==> src/design/pmo_pkg.sv <==
package pmo_pkg;

    // Defaults for the top-level parameters
    localparam int DEF_COORD_BITS = 16;
    localparam int DEF_INDEX_BITS = 16;

    // Offset width register
    localparam int               CFG_W       = 12;
    localparam logic [CFG_W-1:0] WIDTH_RESET = 12'd80;

    // Fixed-point scales
    localparam int UNIT_FRAC  = 14;   // unit vectors
    localparam int LEN_FRAC   = 8;    // vector length from the square root
    localparam int NORM_SHIFT = 16;   // vectors at or above 2^16 get halved before normalizing

    // Sequencer states
    typedef enum logic [4:0] {
        S_IDLE,
        S_EDGE,
        S_CR1,
        S_CR2,
        S_N1,
        S_N2,
        S_UV_CHK,
        S_UV_HALF,
        S_UV_SQ1,
        S_UV_SQ2,
        S_SQRT,
        S_UV_DX,
        S_UV_DY,
        S_UV_END,
        S_DIV,
        S_MID,
        S_CVX_X,
        S_CVX_Y,
        S_DOT1,
        S_DOT2,
        S_DOT_CHK,
        S_CC_X1,
        S_CC_X2,
        S_CC_Y1,
        S_CC_Y2,
        S_CC_END,
        S_FIN,
        S_OUT,
        S_UPD
    } state_t;

    // Which vector the normalize routine is working on
    typedef enum logic [1:0] {
        UV_N1,
        UV_N2,
        UV_MID
    } uv_sel_t;

    // Corner of the current input vertex
    typedef enum logic [1:0] {
        CRN_PREV,
        CRN_LAST,
        CRN_CLOSE
    } corner_t;

endpackage

==> src/design/polygon_miter_offset.sv <==
// Polygon miter offset.
// Slave stream: one polygon vertex per beat. s_axis_tdata holds vertex_x
// (low half) and vertex_y (high half); s_axis_tlast marks the closing vertex.
// Master stream: one offset point per beat with its vertex index, the convex
// and degenerate flags in m_axis_tuser, and m_axis_tlast on the result for
// vertex 0 that closes the polygon.
// Vertex k is emitted when vertex k+1 arrives; the last vertex also emits
// itself and then vertex 0. Polygons of fewer than three vertices give nothing.
// The user writes the offset width via cfg_wr_en / cfg_wr_data only while idle; not enforced.
// One multiplier, one radix-2 restoring divider and one bit-pair square root
// unit are shared under a sequencer. Per corner: the edge and normal steps, up to
// three normalizations (each a square root and two divisions of DW bits, DW is
// 64 at the default parameters), and at a concave corner that is not degenerate
// two more divisions. The first two vertices of a polygon have no corners, the
// closing vertex three.
// s_axis_tready is high only while the sequencer is idle, so one vertex is in
// flight at a time. A result waits in the output register until m_axis_tready;
// the sequencer holds meanwhile. Reset clears the vertex history, the count
// and the sequencer and loads the offset width with 80 (80 coordinate units).
module polygon_miter_offset
    import pmo_pkg::*;
#(
    parameter int COORD_BITS = DEF_COORD_BITS,
    parameter int INDEX_BITS = DEF_INDEX_BITS
)
(
    input  logic                   clk,
    input  logic                   rst_n,
    input  logic                   cfg_wr_en,
    input  logic [CFG_W-1:0]       cfg_wr_data,
    input  logic                   s_axis_tvalid,
    output logic                   s_axis_tready,
    // vertex_x, vertex_y
    input  logic [((2*COORD_BITS+7)/8)*8-1:0] s_axis_tdata,
    input  logic                   s_axis_tlast,
    output logic                   m_axis_tvalid,
    input  logic                   m_axis_tready,
    // vertex_index, offset_x, offset_y
    output logic [((INDEX_BITS+2*COORD_BITS+7)/8)*8-1:0] m_axis_tdata,
    // is_convex, degenerate
    output logic [1:0]             m_axis_tuser,
    output logic                   m_axis_tlast
);

    localparam int ODW  = ((INDEX_BITS+2*COORD_BITS+7)/8)*8;
    localparam int EW   = COORD_BITS + 1;
    localparam int MW   = (EW > 19) ? EW : 19;
    localparam int PW   = 2 * MW;
    localparam int DW   = (PW + 2 > 64) ? PW + 2 : 64;
    localparam int CW   = $clog2(DW);
    localparam int SW   = DW / 2;
    localparam int SCW  = $clog2(SW);
    localparam int NORM_LIM = 1 << NORM_SHIFT;

    localparam logic signed [MW-1:0] NORM_POS = MW'(NORM_LIM);
    localparam logic signed [MW-1:0] NORM_NEG = -MW'(NORM_LIM);
    localparam logic signed [DW-1:0] SAT_HI   = (DW'(1) << (COORD_BITS - 1)) - DW'(1);
    localparam logic signed [DW-1:0] SAT_LO   = -SAT_HI - DW'(1);
    localparam logic signed [DW-1:0] F_ONE    = DW'(1) << (2 * UNIT_FRAC);
    localparam logic [DW-1:0]        RND_HALF = DW'(1) << (UNIT_FRAC - 1);
    localparam logic [INDEX_BITS-1:0] CNT_MAX = '1;

    state_t  state_reg, state_next, ret_reg;
    uv_sel_t uv_sel_reg;
    corner_t crn_reg;

    logic [CFG_W-1:0]             width_reg;
    logic [INDEX_BITS-1:0]        cnt_reg;
    logic signed [COORD_BITS-1:0] rec_x_reg [2];
    logic signed [COORD_BITS-1:0] rec_y_reg [2];
    logic signed [COORD_BITS-1:0] opn_x_reg [2];
    logic signed [COORD_BITS-1:0] opn_y_reg [2];
    logic signed [COORD_BITS-1:0] pin_x_reg, pin_y_reg;
    logic                         last_reg;

    logic signed [COORD_BITS-1:0] bx_reg, by_reg;
    logic signed [EW-1:0]         e1x_reg, e1y_reg, e2x_reg, e2y_reg;
    logic                         convex_reg, degen_reg;
    logic signed [MW-1:0]         vx_reg, vy_reg, ux_reg, uy_reg;
    logic signed [MW-1:0]         n1x_reg, n1y_reg, n2x_reg, n2y_reg;
    logic signed [DW-1:0]         acc_reg, f_reg, ox_reg, oy_reg;
    logic [DW-1:0]                len_reg;

    logic [DW-1:0]                num_reg, den_reg, quo_reg;
    logic [DW:0]                  rem_reg;
    logic [CW-1:0]                dcnt_reg;
    logic                         dneg_reg;

    logic [DW-1:0]                sv_reg, sr_reg;
    logic [SCW-1:0]               scnt_reg;

    logic [INDEX_BITS-1:0]        o_idx_reg;
    logic [COORD_BITS-1:0]        o_x_reg, o_y_reg;
    logic                         o_cvx_reg, o_deg_reg, o_last_reg;

    // Corner points
    logic signed [COORD_BITS-1:0] ax, ay, bx, by, cx, cy;

    always_comb
    begin
        unique case (crn_reg)
            CRN_PREV:
            begin
                ax = rec_x_reg[1]; ay = rec_y_reg[1];
                bx = rec_x_reg[0]; by = rec_y_reg[0];
                cx = pin_x_reg;    cy = pin_y_reg;
            end
            CRN_LAST:
            begin
                ax = rec_x_reg[0]; ay = rec_y_reg[0];
                bx = pin_x_reg;    by = pin_y_reg;
                cx = opn_x_reg[0]; cy = opn_y_reg[0];
            end
            default:
            begin
                ax = pin_x_reg;    ay = pin_y_reg;
                bx = opn_x_reg[0]; by = opn_y_reg[0];
                cx = opn_x_reg[1]; cy = opn_y_reg[1];
            end
        endcase
    end

    // Shared multiplier
    logic signed [MW-1:0] mul_a, mul_b;
    logic signed [PW-1:0] prod;
    logic signed [DW-1:0] prod_ext;
    logic signed [MW-1:0] w_s;

    assign w_s = MW'($signed({1'b0, width_reg}));

    always_comb
    begin
        unique case (state_reg)
            S_CR1:    begin mul_a = MW'(e1x_reg); mul_b = MW'(e2y_reg); end
            S_CR2:    begin mul_a = MW'(e1y_reg); mul_b = MW'(e2x_reg); end
            S_UV_SQ1: begin mul_a = vx_reg;       mul_b = vx_reg;       end
            S_UV_SQ2: begin mul_a = vy_reg;       mul_b = vy_reg;       end
            S_CVX_X:  begin mul_a = ux_reg;       mul_b = w_s;          end
            S_CVX_Y:  begin mul_a = uy_reg;       mul_b = w_s;          end
            S_DOT1:   begin mul_a = n1x_reg;      mul_b = n2x_reg;      end
            S_DOT2:   begin mul_a = n1y_reg;      mul_b = n2y_reg;      end
            S_CC_X1:  begin mul_a = vx_reg;       mul_b = w_s;          end
            S_CC_Y1:  begin mul_a = vy_reg;       mul_b = w_s;          end
            default:  begin mul_a = '0;           mul_b = '0;           end
        endcase
    end

    assign prod     = mul_a * mul_b;
    assign prod_ext = DW'(prod);

    // Round product / 2^UNIT_FRAC half away from zero
    logic [DW-1:0]        prod_mag, rnd_mag;
    logic signed [DW-1:0] rnd_val;

    assign prod_mag = (prod_ext < 0) ? DW'(-prod_ext) : DW'(prod_ext);
    assign rnd_mag  = (prod_mag + RND_HALF) >> UNIT_FRAC;
    assign rnd_val  = (prod_ext < 0) ? -$signed(rnd_mag) : $signed(rnd_mag);

    // Divider and square root steps
    logic [DW:0]          trial;
    logic                 trial_ok;
    logic signed [DW-1:0] div_res;
    logic [DW-1:0]        sbit, sr_bit;
    logic                 sq_ok;

    assign trial    = {rem_reg[DW-1:0], num_reg[DW-1]};
    assign trial_ok = trial >= {1'b0, den_reg};
    assign div_res  = dneg_reg ? -$signed(quo_reg) : $signed(quo_reg);
    assign sbit     = DW'(1) << {scnt_reg, 1'b0};
    assign sr_bit   = sr_reg + sbit;
    assign sq_ok    = sv_reg >= sr_bit;

    // Operands for division starts
    logic signed [DW-1:0] vx_e, vy_e, acc_abs;
    logic [DW-1:0]        vx_abs, vy_abs;

    assign vx_e    = DW'(vx_reg);
    assign vy_e    = DW'(vy_reg);
    assign vx_abs  = (vx_e < 0) ? DW'(-vx_e) : DW'(vx_e);
    assign vy_abs  = (vy_e < 0) ? DW'(-vy_e) : DW'(vy_e);
    assign acc_abs = (acc_reg < 0) ? -acc_reg : acc_reg;

    logic uv_zero, uv_big;

    assign uv_zero = (vx_reg == '0) && (vy_reg == '0);
    assign uv_big  = (vx_reg >= NORM_POS) || (vx_reg <= NORM_NEG)
                     || (vy_reg >= NORM_POS) || (vy_reg <= NORM_NEG);

    // Final sum and saturation
    logic signed [DW-1:0] sum_x, sum_y;
    logic [COORD_BITS-1:0] sat_x, sat_y;

    assign sum_x = DW'(bx_reg) + ox_reg;
    assign sum_y = DW'(by_reg) + oy_reg;
    assign sat_x = (sum_x > SAT_HI) ? SAT_HI[COORD_BITS-1:0]
                 : (sum_x < SAT_LO) ? SAT_LO[COORD_BITS-1:0] : sum_x[COORD_BITS-1:0];
    assign sat_y = (sum_y > SAT_HI) ? SAT_HI[COORD_BITS-1:0]
                 : (sum_y < SAT_LO) ? SAT_LO[COORD_BITS-1:0] : sum_y[COORD_BITS-1:0];

    logic s_fire;
    assign s_fire = s_axis_tvalid && s_axis_tready;

    // Next state
    always_comb
    begin
        state_next = state_reg;
        unique case (state_reg)
            S_IDLE:    if (s_axis_tvalid) state_next = (cnt_reg >= INDEX_BITS'(2)) ? S_EDGE : S_UPD;
            S_EDGE:    state_next = S_CR1;
            S_CR1:     state_next = S_CR2;
            S_CR2:     state_next = S_N1;
            S_N1:      state_next = S_UV_CHK;
            S_N2:      state_next = S_UV_CHK;
            S_UV_CHK:
            begin
                priority if (uv_zero) state_next = S_FIN;
                else if (uv_big)      state_next = S_UV_HALF;
                else                  state_next = S_UV_SQ1;
            end
            S_UV_HALF: state_next = S_UV_CHK;
            S_UV_SQ1:  state_next = S_UV_SQ2;
            S_UV_SQ2:  state_next = S_SQRT;
            S_SQRT:    if (scnt_reg == '0) state_next = S_UV_DX;
            S_UV_DX:   state_next = S_DIV;
            S_UV_DY:   state_next = S_DIV;
            S_UV_END:
            begin
                unique case (uv_sel_reg)
                    UV_N1:   state_next = S_N2;
                    UV_N2:   state_next = S_MID;
                    default: state_next = S_CVX_X;
                endcase
            end
            S_DIV:     if (dcnt_reg == '0) state_next = ret_reg;
            S_MID:     state_next = convex_reg ? S_UV_CHK : S_DOT1;
            S_CVX_X:   state_next = S_CVX_Y;
            S_CVX_Y:   state_next = S_FIN;
            S_DOT1:    state_next = S_DOT2;
            S_DOT2:    state_next = S_DOT_CHK;
            S_DOT_CHK: state_next = (f_reg <= 0) ? S_FIN : S_CC_X1;
            S_CC_X1:   state_next = S_CC_X2;
            S_CC_X2:   state_next = S_DIV;
            S_CC_Y1:   state_next = S_CC_Y2;
            S_CC_Y2:   state_next = S_DIV;
            S_CC_END:  state_next = S_FIN;
            S_FIN:     state_next = S_OUT;
            S_OUT:
            begin
                if (m_axis_tready)
                    state_next = (last_reg && crn_reg != CRN_CLOSE) ? S_EDGE : S_UPD;
            end
            S_UPD:     state_next = S_IDLE;
            default:   state_next = S_IDLE;
        endcase
    end

    // Handshake outputs
    always_comb
    begin
        s_axis_tready = (state_reg == S_IDLE);
        m_axis_tvalid = (state_reg == S_OUT);
        m_axis_tdata  = ODW'({o_y_reg, o_x_reg, o_idx_reg});
        m_axis_tuser  = {o_deg_reg, o_cvx_reg};
        m_axis_tlast  = o_last_reg;
    end

    always_ff @(posedge clk or negedge rst_n)
    begin
        if (!rst_n)
        begin
            state_reg <= S_IDLE;
            width_reg <= WIDTH_RESET;
        end
        else
        begin
            state_reg <= state_next;
            if (cfg_wr_en)
                width_reg <= cfg_wr_data;
        end
    end

    // Vertex history and count
    always_ff @(posedge clk or negedge rst_n)
    begin
        if (!rst_n)
        begin
            cnt_reg   <= '0;
            last_reg  <= 1'b0;
            crn_reg   <= CRN_PREV;
            for (int i = 0; i < 2; i++)
            begin
                rec_x_reg[i] <= '0;
                rec_y_reg[i] <= '0;
                opn_x_reg[i] <= '0;
                opn_y_reg[i] <= '0;
            end
        end
        else
        begin
            if (s_fire)
            begin
                last_reg <= s_axis_tlast;
                crn_reg  <= CRN_PREV;
            end
            if (state_reg == S_OUT && m_axis_tready && last_reg)
                crn_reg <= (crn_reg == CRN_PREV) ? CRN_LAST : CRN_CLOSE;
            if (state_reg == S_UPD)
            begin
                if (last_reg)
                begin
                    cnt_reg <= '0;
                    for (int i = 0; i < 2; i++)
                    begin
                        rec_x_reg[i] <= '0;
                        rec_y_reg[i] <= '0;
                        opn_x_reg[i] <= '0;
                        opn_y_reg[i] <= '0;
                    end
                end
                else
                begin
                    rec_x_reg[1] <= rec_x_reg[0];
                    rec_y_reg[1] <= rec_y_reg[0];
                    rec_x_reg[0] <= pin_x_reg;
                    rec_y_reg[0] <= pin_y_reg;
                    if (cnt_reg < INDEX_BITS'(2))
                    begin
                        opn_x_reg[cnt_reg[0]] <= pin_x_reg;
                        opn_y_reg[cnt_reg[0]] <= pin_y_reg;
                    end
                    if (cnt_reg != CNT_MAX)
                        cnt_reg <= cnt_reg + INDEX_BITS'(1);
                end
            end
        end
    end

    // Datapath
    always_ff @(posedge clk)
    begin
        if (s_fire)
        begin
            pin_x_reg <= s_axis_tdata[COORD_BITS-1:0];
            pin_y_reg <= s_axis_tdata[2*COORD_BITS-1:COORD_BITS];
        end
        unique case (state_reg)
            S_EDGE:
            begin
                bx_reg    <= bx;
                by_reg    <= by;
                e1x_reg   <= EW'(ax) - EW'(bx);
                e1y_reg   <= EW'(ay) - EW'(by);
                e2x_reg   <= EW'(bx) - EW'(cx);
                e2y_reg   <= EW'(by) - EW'(cy);
                degen_reg <= 1'b0;
                ox_reg    <= '0;
                oy_reg    <= '0;
            end
            S_CR1: acc_reg <= prod_ext;
            S_CR2: convex_reg <= acc_reg > prod_ext;
            S_N1:
            begin
                vx_reg     <= -MW'(e1y_reg);
                vy_reg     <= MW'(e1x_reg);
                uv_sel_reg <= UV_N1;
            end
            S_N2:
            begin
                vx_reg     <= -MW'(e2y_reg);
                vy_reg     <= MW'(e2x_reg);
                uv_sel_reg <= UV_N2;
            end
            S_UV_CHK:
            begin
                if (uv_zero)
                begin
                    degen_reg <= 1'b1;
                    ox_reg    <= '0;
                    oy_reg    <= '0;
                end
            end
            S_UV_HALF:
            begin
                // truncate toward zero
                vx_reg <= (vx_reg + $signed(MW'(vx_reg < 0))) >>> 1;
                vy_reg <= (vy_reg + $signed(MW'(vy_reg < 0))) >>> 1;
            end
            S_UV_SQ1: acc_reg <= prod_ext;
            S_UV_SQ2:
            begin
                sv_reg   <= DW'(acc_reg + prod_ext) << (2 * LEN_FRAC);
                sr_reg   <= '0;
                scnt_reg <= SCW'(SW - 1);
            end
            S_SQRT:
            begin
                if (sq_ok)
                begin
                    sv_reg <= sv_reg - sr_bit;
                    sr_reg <= (sr_reg >> 1) + sbit;
                end
                else
                    sr_reg <= sr_reg >> 1;
                scnt_reg <= scnt_reg - SCW'(1);
            end
            S_UV_DX:
            begin
                len_reg  <= sr_reg;
                num_reg  <= (vx_abs << (UNIT_FRAC + LEN_FRAC)) + (sr_reg >> 1);
                den_reg  <= sr_reg;
                dneg_reg <= vx_e < 0;
                rem_reg  <= '0;
                quo_reg  <= '0;
                dcnt_reg <= CW'(DW - 1);
                ret_reg  <= S_UV_DY;
            end
            S_UV_DY:
            begin
                ux_reg   <= div_res[MW-1:0];
                num_reg  <= (vy_abs << (UNIT_FRAC + LEN_FRAC)) + (len_reg >> 1);
                den_reg  <= len_reg;
                dneg_reg <= vy_e < 0;
                rem_reg  <= '0;
                quo_reg  <= '0;
                dcnt_reg <= CW'(DW - 1);
                ret_reg  <= S_UV_END;
            end
            S_UV_END:
            begin
                unique case (uv_sel_reg)
                    UV_N1:
                    begin
                        n1x_reg <= ux_reg;
                        n1y_reg <= div_res[MW-1:0];
                    end
                    UV_N2:
                    begin
                        n2x_reg <= ux_reg;
                        n2y_reg <= div_res[MW-1:0];
                    end
                    default: uy_reg <= div_res[MW-1:0];
                endcase
            end
            S_DIV:
            begin
                if (trial_ok)
                begin
                    rem_reg <= trial - {1'b0, den_reg};
                    quo_reg <= {quo_reg[DW-2:0], 1'b1};
                end
                else
                begin
                    rem_reg <= trial;
                    quo_reg <= {quo_reg[DW-2:0], 1'b0};
                end
                num_reg  <= num_reg << 1;
                dcnt_reg <= dcnt_reg - CW'(1);
            end
            S_MID:
            begin
                vx_reg     <= n1x_reg + n2x_reg;
                vy_reg     <= n1y_reg + n2y_reg;
                uv_sel_reg <= UV_MID;
            end
            S_CVX_X: ox_reg <= rnd_val;
            S_CVX_Y: oy_reg <= rnd_val;
            S_DOT1:  f_reg  <= F_ONE + prod_ext;
            S_DOT2:  f_reg  <= f_reg + prod_ext;
            S_DOT_CHK:
            begin
                if (f_reg <= 0)
                begin
                    degen_reg <= 1'b1;
                    ox_reg    <= '0;
                    oy_reg    <= '0;
                end
            end
            S_CC_X1: acc_reg <= prod_ext;
            S_CC_X2, S_CC_Y2:
            begin
                num_reg  <= (DW'(acc_abs) << UNIT_FRAC) + DW'(f_reg >>> 1);
                den_reg  <= DW'(f_reg);
                dneg_reg <= acc_reg < 0;
                rem_reg  <= '0;
                quo_reg  <= '0;
                dcnt_reg <= CW'(DW - 1);
                ret_reg  <= (state_reg == S_CC_X2) ? S_CC_Y1 : S_CC_END;
            end
            S_CC_Y1:
            begin
                ox_reg  <= div_res;
                acc_reg <= prod_ext;
            end
            S_CC_END: oy_reg <= div_res;
            S_FIN:
            begin
                unique case (crn_reg)
                    CRN_PREV: o_idx_reg <= cnt_reg - INDEX_BITS'(1);
                    CRN_LAST: o_idx_reg <= cnt_reg;
                    default:  o_idx_reg <= '0;
                endcase
                o_x_reg    <= degen_reg ? bx_reg : sat_x;
                o_y_reg    <= degen_reg ? by_reg : sat_y;
                o_cvx_reg  <= convex_reg;
                o_deg_reg  <= degen_reg;
                o_last_reg <= (crn_reg == CRN_CLOSE);
            end
            default: ;
        endcase
    end

    // The two sides never handshake in the same cycle
    assert property (@(posedge clk) disable iff (!rst_n)
        !(s_axis_tready && m_axis_tvalid))
        else $error("input accepted while a result is pending");

    // The closing result always belongs to vertex 0
    assert property (@(posedge clk) disable iff (!rst_n)
        (m_axis_tvalid && m_axis_tlast) |-> (m_axis_tdata[INDEX_BITS-1:0] == '0))
        else $error("closing result with nonzero vertex index");

    // Divisions only run on a nonzero divisor
    assert property (@(posedge clk) disable iff (!rst_n)
        (state_reg == S_DIV) |-> (den_reg != '0))
        else $error("division by zero in sequencer");

    // An accepted vertex always starts the sequencer
    assert property (@(posedge clk) disable iff (!rst_n)
        s_fire |=> (state_reg == S_EDGE || state_reg == S_UPD))
        else $error("accepted vertex did not start work");

endmodule

==> config.mk <==
export PLATFORM = sky130hd
export DESIGN_NAME = polygon_miter_offset
export DESIGN_NICKNAME = d
export VERILOG_FILES = /design/src/design/pmo_pkg.sv /design/src/design/polygon_miter_offset.sv
export SDC_FILE = /design/constraint.sdc
export NUM_CORES = 2
export LEC_CHECK = 0
export BUFFER_PORTS_ARGS = -buffer_cell sky130_fd_sc_hd__buf_2
export CORE_ASPECT_RATIO = 1.1
export CORE_MARGIN = 3
export CORE_UTILIZATION = 60
export CTS_CLUSTER_DIAMETER = 60
export DETAILED_ROUTE_END_ITERATION = 10
export PLACE_DENSITY = 0.73
export SLEW_MARGIN = 30
export SYNTH_ARGS = -nofsm -noshare
export SYNTH_HDL_FRONTEND = slang
export SYNTH_SLANG_ARGS = --single-unit
==> constraint.sdc <==
create_clock -name clk -period 38.4 [get_ports clk]
set_input_delay 3.84 -clock clk [delete_from_list [all_inputs] [get_ports clk]]
set_output_delay 3.84 -clock clk [all_outputs]
set_load 0.005 [all_outputs]
==> flow_summary.json <==
{
  "max_cap_viol_count": 0,
  "hp-start": "rec_x_reg[2]",
  "dp.final_hpwl_um": 261000,
  "final_critical_path_required_period_ps": 14450,
  "gp_congestion": 1.04,
  "post-synth-top-area-fraction": 0.302,
  "critical_path_required_ps": 38920,
  "dieWidth_um": 400,
  "post_drt_via_cell_ratio": 6.50,
  "ys_warn_count": 0,
  "gr-usage-all-layers": 0.377,
  "cts.root.buffer_cell": "sky130_fd_sc_hd__clkbuf_16",
  "core_area_um2": 169000,
  "tritoncts": "built",
  "pin_count": 103,
  "grt_setup_unrepaired": "false",
  "post_cts_resized": 0,
  "worst_path_most_repeated_cell": "sky130_fd_sc_hd__fa_1",
  "synth_seq_cells": 1198,
  "dr_total_vias": 87400,
  "drt_pre_antenna_iters": 11,
  "rows": 158,
  "avgSynthCellArea_um2": 9.27,
  "path_category_of_the_worst_min_delay_check": "register to register",
  "timing.slew.headroom": 0.242,
  "timing_limited_maximum_frequency_mhz": 69.2,
  "grt_start_max_net_pins": 122,
  "cts-root-to-sink-buffers": 3,
  "worst_setup_hold_path_clk_slew_ps": 60,
  "areaGrowthSynthToFinish_pct": 8.45,
  "register_area_um2": 35200,
  "drcViolationCount": 2,
  "route.antenna.remaining_nets": 0,
  "grt_overflow_total": 0,
  "die_area_um2": 176000,
  "worstPathArrival_ps": 14970,
  "transition_time_at_the_pin_with_the_least_slew_margin_ps": 1120,
  "setup-tns-final_ps": 0,
  "synth-async-reset-ratio": 0.137,
  "post-cts-setup-buffer-count": 0,
  "cts.sinks": 1198,
  "max_stage_delay_ps": 910,
  "hold_buffers": 0,
  "worst_setup_path_end_kind": "register",
  "finalSetupViolCount": 0,
  "critPathSlowestCell": "sky130_fd_sc_hd__dfrtp_1",
  "synth_largest_area_cell": "sky130_fd_sc_hd__edfxtp_1",
  "dieHeight_um": 440,
  "filler_cell_count": 13800,
  "insertion_delay_ps": 860,
  "setup_slack_ps": 23950,
  "routedWlPerCell_um": 25.1,
  "multiInputGateArea_um2": 63200,
  "layout_worst_path_cycle_share": 0.376,
  "count_of_routing_violations_after_the_opening_detailed_route_iteration": 10200,
  "post_route_cells_drive_above_1_share": 0.0658,
  "yosys_most_used_dff": "sky130_fd_sc_hd__edfxtp_1",
  "finalClockSkew_ps": 61.2,
  "pre_cts_ws_ps": 24180,
  "synth.cell_area_um2": 103000,
  "global_route_wire_length_before_repair_um": 508000,
  "result_of_the_run": "finished with violations",
  "violations_in_the_final_reports": "DRC",
  "maximum_fanout_along_the_worst_path": 72,
  "ys_top_cells_by_area": "sky130_fd_sc_hd__edfxtp_1, sky130_fd_sc_hd__ha_1, sky130_fd_sc_hd__fa_1",
  "critPathKind": "register to register",
  "worst_setup_path_startpoint": "state_reg[3]",
  "initial_utilization": 0.606,
  "yosys.cell_types.count": 119,
  "worst_setup_path_start_kind": "register",
  "crit-reg2reg-launch": "state_reg[3]",
  "layout.nets": 12300,
  "synth-edff-count": 1034,
  "cts-buffers-inserted": 148,
  "grt_antenna_before_repair": 15,
  "maxSlewViolCount": 0,
  "synth-seq-area-share": 0.342,
  "synthesis.instances": 11100,
  "count_of_final_hold_check_violations": 0,
  "first_global_vias": 84400,
  "routed_wirelength_um": 338000,
  "numPortBuffers": 102,
  "clock_tree.htree_level_count": 4
}
## cells in the mapped netlist, types with 111 or more instances
| cell type | count |
|---|---|
| sky130_fd_sc_hd__a21oi_1 | 692 |
| sky130_fd_sc_hd__nand3_1 | 156 |
| sky130_fd_sc_hd__xnor2_1 | 503 |
| sky130_fd_sc_hd__nand2b_1 | 155 |
| sky130_fd_sc_hd__xor2_1 | 419 |
| sky130_fd_sc_hd__o21ai_0 | 821 |
| sky130_fd_sc_hd__a22oi_1 | 119 |
| sky130_fd_sc_hd__o31ai_1 | 111 |
| sky130_fd_sc_hd__clkbuf_1 | 417 |
| sky130_fd_sc_hd__a21o_1 | 370 |
| sky130_fd_sc_hd__and2_1 | 120 |
| sky130_fd_sc_hd__edfxtp_1 | 1034 |
| sky130_fd_sc_hd__ha_1 | 824 |
| sky130_fd_sc_hd__nand4_1 | 111 |
| sky130_fd_sc_hd__nor3_1 | 123 |
| sky130_fd_sc_hd__fa_1 | 384 |
| sky130_fd_sc_hd__dfrtp_1 | 162 |
| sky130_fd_sc_hd__o21bai_1 | 130 |
| sky130_fd_sc_hd__mux2i_1 | 126 |
| sky130_fd_sc_hd__nor2_1 | 909 |
| sky130_fd_sc_hd__inv_1 | 792 |
| sky130_fd_sc_hd__nand2_1 | 1168 |
## per-stage QoR
stage               cells   util  instance area [um^2]  hold slack, ps
floorplan           11100      -                103000             444
global placement    13200  0.625                106000             460
detailed placement  13200  0.625                106000             469
CTS                 13400  0.656                111000             473
global route        13400  0.657                111000             482
finish              13500  0.657                111000             480
## cells in the final DEF, fill, tap and decap left out, drive strengths merged, types with 275 or more instances in the layout
cell / instances
xor2: 420
xnor2: 508
edfxtp: 1034
nor2: 911
a21oi: 696
o21ai: 836
a21o: 371
ha: 824
buf: 275
fa: 384
nand2: 1170
inv: 825
## path summary, 6_finish.rpt
path / endpoint / slack (ps) / cells after the start
max: oy_reg[59] / 23950 / 39
min: rec_x_reg[2] / 480 / 2
max reg2reg: oy_reg[59] / 23950 / 39
min reg2reg: rec_x_reg[2] / 480 / 2
max in group asynchronous: crn_reg[1] / 33840 / 2
min in group asynchronous: opn_x_reg[21] / 3090 / 1
## per-layer routing
metal / wire length (um) / GRT usage
met1: 135000 / 0.503
met4: 19400 / 0.193
met3: 38400 / 0.0933
met5: 58 / 0
met2: 146000 / 0.571
## cells by family (layout without fill, tap and decap cells)
logic type | count (synthesis) | after routing | share of synthesized area
AND/OR/NAND/NOR | 3223 | 3223 | 0.146
AO/OA/AOI/OAI | 3086 | 3086 | 0.194
buffers and inverters | 1281 | 1361 | 0.0481
adder cells (fa/ha/maj) | 1208 | 1208 | 0.175
flip-flops | 1198 | 1198 | 0.342
XOR/XNOR | 931 | 931 | 0.0803
multiplexers | 146 | 146 | 0.0145
other | 1 | 63 | 0.0000365
## critical path, delay by kind of cell, from the launching register on
family / cells / cell delay, ps
adders and majority gates: 9 / 4500
xor gates and xnor gates: 2 / 420
AOI/OAI and AO/OA: 10 / 2290
and+or+nand+nor: 13 / 4170
buffers and inverters: 5 / 1730
DFF: 1 / 910
## layout make-up
class / instances / area share
Tap cell: 2240 / 0.0252
Timing Repair Buffer: 276 / 0.0173
Clock buffer: 170 / 0.0350
Antenna cell: 8 / 0.000180
Clock inverter: 105 / 0.0120
Multi-Input combinational cell: 8649 / 0.567
Sequential cell: 1198 / 0.316
Inverter: 810 / 0.0274
Power is left out: the tool's default activity adds up to more than one toggle a clock period on the data nets, which glitch-free logic cannot reach.
